File: config.mk
export PLATFORM = sky130hd
export DESIGN_NAME = etfi_cfg
export DESIGN_NICKNAME = d
export VERILOG_FILES = /design/src/rtl/etfi_pkg.sv /design/src/rtl/etfi_cfg.sv
export SDC_FILE = /design/constraint.sdc
export NUM_CORES = 1
export LEC_CHECK = 0
export BUFFER_PORTS_ARGS = -buffer_cell sky130_fd_sc_hd__buf_2
export CORE_AREA = 2 2 88 82
export CTS_BUF_LIST = sky130_fd_sc_hd__clkbuf_16
export DETAILED_ROUTE_END_ITERATION = 16
export DIE_AREA = 0 0 90 84
export MAX_ROUTING_LAYER = met4
export PLACE_DENSITY_LB_ADDON = 0.08
export SLEW_MARGIN = 0
export SYNTH_ARGS = -nofsm -noshare
export SYNTH_HDL_FRONTEND = slang
export SYNTH_SLANG_ARGS = --single-unit
File: constraint.sdc
create_clock -name clk_i -period 1.9 [get_ports clk_i]
set_input_delay 0 -clock clk_i [delete_from_list [all_inputs] [get_ports clk_i]]
set_output_delay 0 -clock clk_i [all_outputs]
set_load 0.02 [all_outputs]
File: src/rtl/etfi_pkg.sv
`timescale 1ns / 1ps
`default_nettype none
// ----------------------------------------------------------------------------
// Escape-time fractal iterator package
// Shared payload types, sequencer states, register indexes and fixed-point
// helpers for the Q24.40 datapath.
// ----------------------------------------------------------------------------
package etfi_pkg;

  localparam int unsigned CFG_ADDR_W = 3;
  localparam int unsigned CFG_DATA_W = 32;

  // register index, taken from paddr bit 2
  localparam logic REG_C_REAL = 1'b0;
  localparam logic REG_C_IMAG = 1'b1;

  localparam logic [31:0] C_REAL_RESET = 32'h1000_0000;
  localparam logic [31:0] C_IMAG_RESET = 32'h0000_0000;

  // 0.25 and 1.0 at Q.28, 2^52 (1/16 at Q.56)
  localparam logic [63:0] QUARTER_Q28  = 64'h0000_0000_0400_0000;
  localparam logic [63:0] ONE_Q28      = 64'h0000_0000_1000_0000;
  localparam logic [63:0] BULB_LIMIT   = 64'h0010_0000_0000_0000;
  localparam logic [63:0] ALL_ONES     = 64'hFFFF_FFFF_FFFF_FFFF;

  typedef struct packed {
    logic signed [31:0] point_real;
    logic signed [31:0] point_imag;
    logic               julia_mode;
  } point_t;

  typedef struct packed {
    logic [8:0]  iteration_count;
    logic [63:0] final_magnitude_sq;
  } result_t;

  typedef enum logic [3:0] {
    ST_IDLE,
    ST_SC_Y2,
    ST_SC_AA,
    ST_SC_QS,
    ST_SC_BB,
    ST_SQ_R,
    ST_SQ_I,
    ST_CHECK,
    ST_CROSS
  } state_e;

  function automatic logic [63:0] mag64(input logic [63:0] v);
    mag64 = v[63] ? (64'd0 - v) : v;
  endfunction

  // Q4.28 to Q24.40 with sign extension
  function automatic logic [63:0] to_q40(input logic [31:0] v);
    to_q40 = {{20{v[31]}}, v, 12'd0};
  endfunction

  // square of a magnitude, back to Q24.40, saturating
  function automatic logic [63:0] sq_q40(input logic [127:0] p);
    sq_q40 = (p[127:104] != 24'd0) ? ALL_ONES : p[103:40];
  endfunction

  function automatic logic [63:0] sat_add64(input logic [63:0] a, input logic [63:0] b);
    logic [64:0] s;
    s = {1'b0, a} + {1'b0, b};
    sat_add64 = s[64] ? ALL_ONES : s[63:0];
  endfunction

endpackage

`default_nettype wire

File: src/rtl/etfi_cfg.sv
`timescale 1ns / 1ps
`default_nettype none
// ----------------------------------------------------------------------------
// Configuration registers
// APB-style register file holding the Julia constant, real and imaginary.
// ----------------------------------------------------------------------------
module etfi_cfg
  import etfi_pkg::*;
(
  input  wire logic                  clk_i,
  input  wire logic                  rst_ni,
  input  wire logic                  psel,
  input  wire logic                  penable,
  input  wire logic                  pwrite,
  input  wire logic [CFG_ADDR_W-1:0] paddr,
  input  wire logic [CFG_DATA_W-1:0] pwdata,
  output logic      [CFG_DATA_W-1:0] prdata,
  output logic                       pready,
  output logic      [31:0]           c_real_o,
  output logic      [31:0]           c_imag_o
);

  logic [31:0] c_real_q, c_real_d;
  logic [31:0] c_imag_q, c_imag_d;
  logic        wr_en;

  assign pready = 1'b1;
  assign wr_en  = psel && penable && pwrite && pready;

  always_comb begin
    c_real_d = c_real_q;
    c_imag_d = c_imag_q;
    if (wr_en) begin
      case (paddr[2])
        REG_C_REAL: c_real_d = pwdata;
        REG_C_IMAG: c_imag_d = pwdata;
        default:    c_real_d = c_real_q;
      endcase
    end
    case (paddr[2])
      REG_C_REAL: prdata = c_real_q;
      REG_C_IMAG: prdata = c_imag_q;
      default:    prdata = '0;
    endcase
  end

  always_ff @(posedge clk_i or negedge rst_ni) begin
    if (!rst_ni) begin
      c_real_q <= C_REAL_RESET;
      c_imag_q <= C_IMAG_RESET;
    end else begin
      c_real_q <= c_real_d;
      c_imag_q <= c_imag_d;
    end
  end

  assign c_real_o = c_real_q;
  assign c_imag_o = c_imag_q;

endmodule

`default_nettype wire

# Word-level counts from Yosys, hierarchy flattened
# Index checks and enable logic that the tools add are counted.
# totals
output_inout_bits,97
input_bits,40
reg_bits,64
# classes
bitwise,1
n_reduce_logical,4
n_mux,1
# op_table
op,count
32-bit one-hot mux with 2 select lines,1
2-bit AND reduction,2
1-bit logical AND,2
1-bit inverter,1

# Longest topological paths before layout
# depth
depth_word,3
ltp_mapped,4

# Least setup slack after synthesis
# OpenSTA, ideal clock, no wires.
# synth_path
kind,input to register
startpoint,in paddr[2]
endpoint,reg c_real_q[0] (netlist: c_real_o[0])
path_stages,4
setup_time_ps,125
arrival_time_ps,813
slack_ps,962
path_cell_list,buf_2 -> nand4b_4 -> buf_6 -> mux2_4
# synth_via
elab_chain_cells,2
# synth_lines
item,line,rtl
start: declaration,etfi_cfg.sv:15,"input wire logic [CFG_ADDR_W-1:0] paddr,"
1-bit inverter,-,
2-bit AND reduction (no source line),-,
end signal: assignment,etfi_cfg.sv:52,c_real_q <= c_real_d;
end: declaration,etfi_cfg.sv:23,"logic [31:0] c_real_q, c_real_d;"
# Every way passes these cells.
# A chain may end at the register's enable or synchronous reset.

# Worst setup path in the final report
# layout_path
startpoint,reg c_imag_q[26] (netlist: c_imag_o[26])
endpoint,out prdata[26]
# layout_via
elab_chain_cells,1
# layout_lines
item,line,rtl
start: declaration,etfi_cfg.sv:24,"logic [31:0] c_imag_q, c_imag_d;"
start signal: assignment,etfi_cfg.sv:53,c_imag_q <= c_imag_d;
32-bit one-hot mux with 2 select lines,etfi_cfg.sv:40,case (paddr[2])
end: declaration,etfi_cfg.sv:17,"output logic [CFG_DATA_W-1:0] prdata,"
# Every way passes these cells.

==> results.py <==
metrics = {
    "worst_setup_path": {
        "worstPathCellList": "mux2_2, buf_2",
        "critPathArrivalTime_ps": 1160,
        "crit_path_top_delay_cell": "dfrtp_1",
        "critPathMaxStageDelay_ps": 410,
        "worst-path-buf-inv": 1,
        "cp_max_fo": 3,
        "worstPathRequired_ps": 1900,
        "critical_path_class": "flop to output port",
        "end_kind": "output port",
        "critical-path-top-delay-family": "flip-flops",
        "cp-start-kind": "flop",
    },
    "power": {
        "seqPwrFrac_pct": 37.3,
        "leakagePower_nw": 2.22,
        "p_comb_share_pct": 35.2,
        "peakVddDrop_mv": 0.710,
        "cellInternalPower_w": 0.00335,
        "p_switching_w": 0.00174,
        "p_sw_share_pct": 34.1,
        "p_clk_share_pct": 27.5,
        "pwr_density_cell_nw_per_um2": 1190,
        "finalPower_w": 0.00509,
    },
    "cells_and_area": {
        "drive_gt1_share_pct": 70.9,
        "finalNetCount": 385,
        "fin_cells": 443,
        "diodes": 0,
        "design_area_um2": 4270,
        "layout_commonest_cell": "buf_2",
        "final_cell_mix": "buf_2, mux2_2, dfrtp_1",
        "synthToLayoutAreaGrowth_pct": 46.6,
    },
    "place": {
        "hpwl_um": 4180,
        "place_inst": 394,
        "dpl_cell_area_um2": 3680,
        "port_buffers": 133,
        "place.gp.congestion": 0.701,
    },
    "route": {
        "dr.first_iter.drc_count": 37,
        "final_antenna_net_count": 0,
        "routed_via_density": 4.65,
        "wl_um": 6510,
        "drtPass1Iterations": 4,
        "drc_errors": 0,
        "vias": 2060,
        "routedWlPerCell_um": 14.7,
    },
    "sta": {
        "finalCriticalPeriod_ps": 1160,
        "hold_viol": 0,
        "rsz0062_at_grt": "false",
        "tightestPinTransition_ps": 498,
        "max_freq_mhz": 862,
        "finalSetupViolations": 0,
        "fin_crit_sh_pct": 61.1,
        "hold_ws_ps": 206,
        "finalMaxSlewViolations": 0,
        "relSlewSlack_pct": 66.8,
        "final.setup.tns_ps": 0,
        "finClkSkew_ps": 0,
    },
    "synthesis": {
        "ys_ff_latch": 64,
        "syn-num-nets": 214,
        "ys_seq_area_share_pct": 55.0,
        "ys_warn_count": 0,
        "syn_inst": 174,
        "syn_area_per_cell_um2": 16.7,
        "yosysUniqueCellTypes": 11,
        "synth_area_um2": 2910,
    },
    "global_route": {
        "grt_antenna_before_repair": 0,
        "track_usage_pct": 18.7,
        "grt_pass1_vias": 2156,
        "grt_max_degree": 65,
        "overflow": 0,
        "grt_pass1_wl_um": 10900,
    },
    "die": {
        "dieWidth_um": 90,
        "rows": 29,
        "core_um2": 6750,
        "dieArea_um2": 7560,
        "die_h_um": 84,
        "start_util_pct": 43.2,
        "ios": 137,
    },
    "cts": {
        "cts_max_level": 3,
        "cts_resized": 0,
        "insertion_delay_ps": 310,
        "cts_buffers": 9,
        "cts_num_sinks": 64,
        "clkTransAtPathRegs_ps": 50,
        "cts_tree": "built",
        "cts_buffer_depth": 2,
        "cts-root-buf": "clkbuf_16",
    },
    "run_status": {
        "status": "finished clean",
    },
    "job": {
        "max_cap_viol_count": 0,
    },
    "hold_path": {
        "hp-class": "input pin to async pin",
    },
}
[logic make-up after synthesis]
kind of cell,Yosys count,synth area share [%]
AND/OR/NAND/NOR,2,1.25
flip-flops,64,55.0
other,1,0.129
multiplexers,96,41.0
buffers and inverters,11,2.62
[cell type report]
class                      count  area [um2]
tap                           93         116
multi-input combinational     99        1230
sequential                    64        1600
clock inverter                 7        33.8
clock buffer                   9         225
timing repair buffer         171        1060
fill                         546        2480
[flip-flops by register name, summed over array words and instances (netlist names)]
register / cells
c_real_o: 32
c_imag_o: 32
[path summary, 6_finish.rpt]
kind | start | endpoint | slack, ps | cells past startpoint
max | c_imag_o[26] | prdata[26] | 740 | 2
max in group asynchronous | rst_ni | c_imag_o[4] | 1390 | 3
min reg2reg | c_imag_o[17] | c_imag_o[17] | 520 | 1
min | rst_ni | c_imag_o[28] | 210 | 3
min in group clk_i | penable | c_imag_o[5] | 360 | 4
max reg2reg | c_imag_o[6] | c_imag_o[6] | 1100 | 1
[metal layers]
metal  vias to the layer above  track usage, %  wire length (um)
met4                         0            5.87                74
li1                        968               -                 -
met5                         -               -                 0
met1                      1011            23.9              2930
met2                        74            29.3              3130
met3                         7            5.24               377
[timing repair]
action | CTS | global route
endpoints found under the setup margin | 0 | 0
hold buffers | 33 | 0
buffers inserted | 0 | 0
endpoints found under the hold margin | 128 | 0
[metrics by stage]
| stage | util (%) | setup WS, ps |
|---|---|---|
| global route | 63.3 | 700 |
| global placement | 54.5 | 528 |
| finish | 63.3 | 740 |
| detailed placement | 54.5 | 513 |
| floorplan | - | 962 |
| CTS | 63.3 | 731 |
[power by group through the flow]
stage,sequential [W],clock (W),combinational (W)
after floorplan,0.00226,0,0.000782
after global placement,0.00191,0,0.00173
after detailed placement,0.00192,0,0.00175
after CTS,0.00190,0.00144,0.00181
after global routing,0.00195,0.00151,0.00190
final,0.00190,0.00140,0.00179
[synthesized netlist by cell type]
cell      count  area (um2)
dfrtp_1      63        1580
nand4_2       1        12.5
buf_2         7        35.0
mux2_4       30         450
mux2_1        2        22.5
conb_1        1        3.75
buf_4         1        7.51
dfstp_2       1        26.3
nand4b_4      1        23.8
mux2_2       64         721
buf_6         3        33.8
[tightest hold or removal path: stages]
cell,delay (ps)
dlygate4sd3_1,520
buf_2,120
buf_12,280
Note: power is estimated with default switching activity, not from simulation.
