File: config.mk
export PLATFORM = sky130hd
export DESIGN_NAME = etfi_mul
export DESIGN_NICKNAME = d
export VERILOG_FILES = /design/src/rtl/etfi_pkg.sv /design/src/rtl/etfi_mul.sv
export SDC_FILE = /design/constraint.sdc
export NUM_CORES = 2
export LEC_CHECK = 0
export BUFFER_PORTS_ARGS = -buffer_cell sky130_fd_sc_hd__buf_2
export CELL_PAD_IN_SITES_DETAIL_PLACEMENT = 0
export CELL_PAD_IN_SITES_GLOBAL_PLACEMENT = 1
export CORE_ASPECT_RATIO = 0.5
export CORE_MARGIN = 2
export CORE_UTILIZATION = 50
export CTS_CLUSTER_DIAMETER = 30
export DETAILED_ROUTE_END_ITERATION = 10
export GPL_TIMING_DRIVEN = 1
export PLACE_DENSITY = 0.89
export SETUP_SLACK_MARGIN = 0.05
export SLEW_MARGIN = 40
export SYNTH_ARGS = -nofsm -noshare
export SYNTH_HDL_FRONTEND = slang
export SYNTH_SLANG_ARGS = --single-unit
File: constraint.sdc
create_clock -name clk_i -period 10.2 [get_ports clk_i]
set_clock_uncertainty 0.1 [all_clocks]
set_input_delay 1.02 -clock clk_i [delete_from_list [all_inputs] [get_ports clk_i]]
set_output_delay 1.02 -clock clk_i [all_outputs]
set_load 0.02 [all_outputs]
File: src/rtl/etfi_pkg.sv
`timescale 1ns / 1ps
`default_nettype none
// ----------------------------------------------------------------------------
// Escape-time fractal iterator package
// Shared payload types, sequencer states, register indexes and fixed-point
// helpers for the Q24.40 datapath.
// ----------------------------------------------------------------------------
package etfi_pkg;

  localparam int unsigned CFG_ADDR_W = 3;
  localparam int unsigned CFG_DATA_W = 32;

  // register index, taken from paddr bit 2
  localparam logic REG_C_REAL = 1'b0;
  localparam logic REG_C_IMAG = 1'b1;

  localparam logic [31:0] C_REAL_RESET = 32'h1000_0000;
  localparam logic [31:0] C_IMAG_RESET = 32'h0000_0000;

  // 0.25 and 1.0 at Q.28, 2^52 (1/16 at Q.56)
  localparam logic [63:0] QUARTER_Q28  = 64'h0000_0000_0400_0000;
  localparam logic [63:0] ONE_Q28      = 64'h0000_0000_1000_0000;
  localparam logic [63:0] BULB_LIMIT   = 64'h0010_0000_0000_0000;
  localparam logic [63:0] ALL_ONES     = 64'hFFFF_FFFF_FFFF_FFFF;

  typedef struct packed {
    logic signed [31:0] point_real;
    logic signed [31:0] point_imag;
    logic               julia_mode;
  } point_t;

  typedef struct packed {
    logic [8:0]  iteration_count;
    logic [63:0] final_magnitude_sq;
  } result_t;

  typedef enum logic [3:0] {
    ST_IDLE,
    ST_SC_Y2,
    ST_SC_AA,
    ST_SC_QS,
    ST_SC_BB,
    ST_SQ_R,
    ST_SQ_I,
    ST_CHECK,
    ST_CROSS
  } state_e;

  function automatic logic [63:0] mag64(input logic [63:0] v);
    mag64 = v[63] ? (64'd0 - v) : v;
  endfunction

  // Q4.28 to Q24.40 with sign extension
  function automatic logic [63:0] to_q40(input logic [31:0] v);
    to_q40 = {{20{v[31]}}, v, 12'd0};
  endfunction

  // square of a magnitude, back to Q24.40, saturating
  function automatic logic [63:0] sq_q40(input logic [127:0] p);
    sq_q40 = (p[127:104] != 24'd0) ? ALL_ONES : p[103:40];
  endfunction

  function automatic logic [63:0] sat_add64(input logic [63:0] a, input logic [63:0] b);
    logic [64:0] s;
    s = {1'b0, a} + {1'b0, b};
    sat_add64 = s[64] ? ALL_ONES : s[63:0];
  endfunction

endpackage

`default_nettype wire

File: src/rtl/etfi_mul.sv
`timescale 1ns / 1ps
`default_nettype none
// ----------------------------------------------------------------------------
// Shared 64x64 magnitude multiplier
// Forms the 128-bit product from four 32x32 partial products, one per cycle,
// each registered before it is accumulated. done_o pulses with the product.
// ----------------------------------------------------------------------------
module etfi_mul
  import etfi_pkg::*;
(
  input  wire logic         clk_i,
  input  wire logic         rst_ni,
  input  wire logic         start_i,
  input  wire logic [63:0]  op_a_i,
  input  wire logic [63:0]  op_b_i,
  output logic              done_o,
  output logic [127:0]      prod_o
);

  logic [63:0]  a_q, b_q;
  logic [63:0]  pp_q, pp_d;
  logic [1:0]   sh_q, sh_d;
  logic [127:0] acc_q, acc_d;
  logic [2:0]   step_q, step_d;
  logic         run_q, run_d;
  logic         done_q, done_d;
  logic [31:0]  a_part, b_part;
  logic [127:0] term;

  always_comb begin
    a_part = step_q[1] ? a_q[63:32] : a_q[31:0];
    b_part = step_q[0] ? b_q[63:32] : b_q[31:0];
    pp_d   = 64'(a_part) * 64'(b_part);
    sh_d   = 2'(step_q[1]) + 2'(step_q[0]);
    case (sh_q)
      2'd0:    term = {64'd0, pp_q};
      2'd1:    term = {32'd0, pp_q, 32'd0};
      2'd2:    term = {pp_q, 64'd0};
      default: term = 128'd0;
    endcase
  end

  always_comb begin
    run_d  = run_q;
    step_d = step_q;
    done_d = 1'b0;
    acc_d  = acc_q;
    if (start_i) begin
      run_d  = 1'b1;
      step_d = 3'd0;
      acc_d  = 128'd0;
    end else if (run_q) begin
      // fold in the partial product from the previous step
      if (step_q != 3'd0) begin
        acc_d = acc_q + term;
      end
      if (step_q == 3'd4) begin
        run_d  = 1'b0;
        done_d = 1'b1;
      end else begin
        step_d = step_q + 3'd1;
      end
    end
  end

  always_ff @(posedge clk_i or negedge rst_ni) begin
    if (!rst_ni) begin
      run_q  <= 1'b0;
      step_q <= 3'd0;
      done_q <= 1'b0;
    end else begin
      run_q  <= run_d;
      step_q <= step_d;
      done_q <= done_d;
    end
  end

  always_ff @(posedge clk_i) begin
    if (start_i) begin
      a_q <= op_a_i;
      b_q <= op_b_i;
    end
    pp_q  <= pp_d;
    sh_q  <= sh_d;
    acc_q <= acc_d;
  end

  assign done_o = done_q;
  assign prod_o = acc_q;

endmodule

`default_nettype wire

# Word-level counts from Yosys, hierarchy flattened
# Index checks and enable logic that the tools add are counted.
dict set report totals {
  reg_bits 327
  input_bits 131
  out_inout_bits 129
  wordCells 33
}
dict set report classes {
  add_sub_neg 3
  multipliers 1
  eq_ne 4
  muxes 12
  n_reduce_logical 5
}
# op count
set op_table {}
lappend op_table {{128-bit case mux with 3 select lines} 1}
lappend op_table {{128-bit adder} 1}
lappend op_table {{32-bit by 32-bit multiplier with 64-bit output} 1}
lappend op_table {{32-bit two-way mux} 2}
lappend op_table {{3-bit two-way mux} 3}
lappend op_table {{1-bit two-way mux} 6}
lappend op_table {{2-bit AND reduction} 2}
lappend op_table {{3-bit by 1-bit adder with 3-bit output, second input constant} 1}
lappend op_table {{3-bit equality test, second input constant} 1}
lappend op_table {{3-bit nonzero test} 1}
lappend op_table {{1-bit by 1-bit adder with 2-bit output} 1}
lappend op_table {{2-bit by 1-bit equality test with 1-bit output, second input constant} 1}
lappend op_table {{2-bit equality test, second input constant} 1}
lappend op_table {{2-bit logical NOT} 1}
lappend op_table {{2-bit != test, second input constant} 1}
lappend op_table {{2-bit nonzero test} 1}

# Logic depth before layout (Yosys ltp)
dict set report depth {
  word_depth 4
  mapped_depth 34
  ltp_nobuf 30
}

# Worst setup path before layout
# OpenSTA, ideal clock, no wires.
dict set report synth_path {
  path_kind {reg-to-reg}
  startpoint {reg step_q[0]}
  endpoint {reg pp_q[62]}
  setup_ns 0.072
  arrival_time_ns 8.514
  t_required_ns 10.028
  slack_ns 1.514
  stages_incl_launch_ff 30
  n_path_buf 3
  period_less_slack_ns 8.686
  path_cell_list {dfrtp_1 -> clkbuf_1 -> clkbuf_1 -> mux2i_1 -> clkbuf_1 -> nor2_1 -> fa_1 -> inv_1 -> fa_1 -> fa_1 -> fa_1 -> inv_1 -> fa_1 -> inv_1 -> fa_1 -> inv_1 -> fa_1 -> fa_1 -> ha_1 -> o21ai_0 -> a21oi_1 -> a221oi_2 -> and3_2 -> a21oi_1 -> o41ai_4 -> o22ai_2 -> o21ai_2 -> o21bai_1 -> a221oi_2 -> xnor2_1}
}
dict set report synth_between {
  elab_chain_cells 2
}
# element line_no
set synth_lines {}
lappend synth_lines {{start: declaration} etfi_mul.sv:24} ;# logic [2:0] step_q, step_d;
lappend synth_lines {{start signal: assignment} etfi_mul.sv:73} ;# step_q <= step_d;
lappend synth_lines {{32-bit two-way mux} etfi_mul.sv:32} ;# b_part = step_q[0] ? b_q[63:32] : b_q[31:0];
lappend synth_lines {{32-bit by 32-bit multiplier with 64-bit output} etfi_mul.sv:33} ;# pp_d = 64'(a_part) * 64'(b_part);
lappend synth_lines {{via pp_d[62]} etfi_mul.sv:21} ;# logic [63:0] pp_q, pp_d;
lappend synth_lines {{end signal: assignment} etfi_mul.sv:83} ;# pp_q <= pp_d;
lappend synth_lines {{end: declaration} etfi_mul.sv:21}
# The timed path passes the listed nets, and every way through them passes these cells.
# A chain may end at the register's enable or synchronous reset.

# Worst setup path in the final report
dict set report layout_path {
  startpoint {reg step_q[1]}
  endpoint {reg pp_q[59]}
}
dict set report layout_between {
  elab_chain_cells 2
}
# element line_no
set layout_lines {}
lappend layout_lines {{32-bit two-way mux} etfi_mul.sv:31} ;# a_part = step_q[1] ? a_q[63:32] : a_q[31:0];
lappend layout_lines {{32-bit by 32-bit multiplier with 64-bit output} etfi_mul.sv:33}
lappend layout_lines {{via pp_d[59]} etfi_mul.sv:21}
# The timed path passes the listed nets, and every way through them passes these cells.

==> results.yml <==
placement:
  place_congestion: 1.03
  post-dp-hpwl_um: 156000
  place_ws_ns: 0.878
  placedCellCount: 7458
  dpl_cell_area_um2: 55300
  portBuffers: 259
timing:
  maxSlewViolCount: 0
  fin_crit_ns: 9.38
  worst-slew-pin-transition_ns: 0.927
  fin_crit_sh_pct: 92.0
  rsz0062_at_grt: "false"
  layout_setup_ws_ns: 0.816
  hold_viol_final: 0
  setup_tns_ns: 0
  relSlewSlack_pct: 37.0
  setup_viol: 0
  max_freq_mhz: 107
global_routing:
  grt_pass1_vias: 46100
  track_usage_pct: 36.5
  grt_max_degree: 81
  antenna_found_initial: 4
  overflow: 0
  grt_pass1_wl_um: 288000
job:
  drv_cap: 0
die:
  die_area_um2: 107000
  core_um2: 103000
  dieWidth_um: 461
  num_rows: 83
  io_pins: 260
  initial_core_util_pct: 50.6
  chipHeight_um: 232
setup_path:
  critical_path_class: "reg -> reg"
  critical_path_peak_fanout: 25
  crit_required_ns: 10.69
  crit_arrival_ns: 9.87
  slowest_stage: "dfrtp_4"
  critPathLaunchType: "register"
  critPathMaxStageDelay_ns: 0.79
  endpoint_kind: "register"
  r2r.worst_path.cells: 27
  cpMostUsedCell: "fa_1"
synth:
  syn_area_per_cell_um2: 8.74
  synthArstFlopShare_pct: 1.53
  synth.net_count: 7385
  ys.warnings.count: 0
  syn_inst: 5965
  synth_seq_area_share_pct: 15.1
  synth_edf_count: 128
  syn_area_um2: 52100
  synth-seq-cells: 327
  yosysUniqueCellTypes: 89
  synthFlopType: "dfxtp_1"
clocking:
  ctsHoldBuffers: 0
  numCtsBuffers: 59
  postCtsSetupRepairBufs: 0
  path_clk_slew_ns: 0.06
  clk_path_buf_depth: 3
  root_buffer: "clkbuf_16"
  htree_levels: 2
  cts_resized: 0
  worst_skew_pair.late_latency_ns: 0.70
  clkSinkCount: 327
  cts_tree: "done"
routing:
  vias_per_cell: 5.88
  drc_errors: 0
  drtIter0Drc: 4521
  ant_nets: 0
  num_vias: 44600
  post_drt_wl_per_cell_um: 25.7
  finalWirelength_um: 194000
  dr.pass1.iters: 6
final_layout:
  postLayoutCellArea_um2: 57500
  nets: 7538
  drive_above_1_share_pct: 10.6
  area_growth_pct: 10.4
  instances_no_fill: 7574
hold_path:
  min_path_type: "in -> async"
status:
  status: "finished, final reports clean"
==> synth_stat cells (23+ instances only) <==
library cell  count  area [µm²]
xor2_1           59         517
a22o_1           35         307
a211oi_1         29         218
dfxtp_1         194        3880
nand2_1         771        2890
and2_1           75         469
fa_1            897       18000
o21ai_0         168         841
o21bai_1         50         375
a21oi_1         333        1670
ha_1            392        4900
inv_1           936        3510
xnor2_1         111         972
edfxtp_1        128        3840
nand2b_1         31         194
nor3_1           34         170
nor2_1          787        2950
mux2i_1          96         961
a31oi_1          24         150
buf_1            23        86.3
mux2_2           63         709
clkbuf_1        268        1010
nand3_1          38         190
a21o_1           86         646
nand4_1          69         432
==> sequential cells by signal, indices dropped and copies added (netlist names) <==
signal  count
sh_q        2
step_q      3
pp_q       64
done_o      1
run_q       1
b_q        64
prod_o    128
a_q        64
==> through the flow <==
step,hold slack [ns],util (%)
floorplan,0.406,-
global placement,0.368,53.7
detailed placement,0.373,53.8
CTS,0.107,55.9
global route,0.143,55.9
finish,0.148,55.9
==> critical path, delay by kind of cell (launching register included) <==
family                   cells  cell delay (ns)
AND/OR/NAND/NOR              4             0.65
adder cells (fa/ha/maj)      9             4.69
multiplexers                 1             0.23
buffers and inverters        7             1.15
AO/OA/AOI/OAI                6             1.61
flip-flops                   1             0.79
==> worst paths after layout <==
kind / start / endpoint / slack, ns
worst max-delay path: step_q[1] / pp_q[59] / 0.82
worst min-delay path: rst_ni / run_q / 0.15
worst max register to register: step_q[1] / pp_q[59] / 0.82
worst min register to register: prod_o[53] / prod_o[53] / 0.38
max in group asynchronous: rst_ni / step_q[1] / 9.53
min in group clk_i: prod_o[53] / prod_o[53] / 0.38
==> per-layer routing <==
layer / vias up / global-route usage [%] / part of all wire (%) / wire (µm)
met3: 566 / 14.2 / 14 / 26300
li1: 19300 / - / - / -
met1: 22100 / 47.6 / 40 / 76900
met5: - / 0 / 0.024 / 47
met4: 6 / 15.4 / 5.1 / 9820
met2: 2603 / 54.0 / 42 / 81200
==> kinds of logic (layout without fill, tap and decap cells) <==
kind of cell,after synthesis,count (layout),synth area share [%]
and+or+nand+nor,1899,1899,15.3
other,0,5,0
DFF,327,327,15.1
buffers and inverters,1233,1435,8.91
xor gates and xnor gates,170,170,2.86
muxes,159,159,3.21
adders and majority gates,1289,1289,43.9
AOI/OAI and AO/OA,888,888,10.8
==> layout by cell type, fill, tap and decap left out, types with 10 or more instances in the layout <==
cell type	n
a211oi_1	29
a21boi_0	12
a21o_1	86
a21oi_1	333
a221oi_1	13
a22o_1	35
a31oi_1	24
and2_1	75
and3_1	17
and4_1	14
buf_2	258
buf_4	126
clkbuf_16	63
dfxtp_1	193
edfxtp_1	128
fa_1	897
ha_1	392
inv_1	935
inv_8	15
mux2_2	63
mux2i_1	47
mux2i_2	39
mux2i_4	10
nand2_1	771
nand2b_1	31
nand3_1	38
nand4_1	69
nor2_1	786
nor2b_1	15
nor3_1	34
nor4_1	14
o211ai_1	16
o21a_1	19
o21ai_0	168
o21bai_1	50
o31ai_1	17
or3_1	10
xnor2_1	111
xor2_1	59
==> final cells by class <==
type	count	area, µm²
Multi-Input combinational cell	4405	39900
Clock inverter	43	563
Clock buffer	67	1590
Fill cell	9276	45400
Inverter	936	3510
Sequential cell	327	7860
Timing Repair Buffer	389	2320
Tap cell	1402	1750
Antenna cell	5	12.5
Power is not shown: default switching activity piles up to over one toggle a cycle in this logic, so the estimate is an artifact.
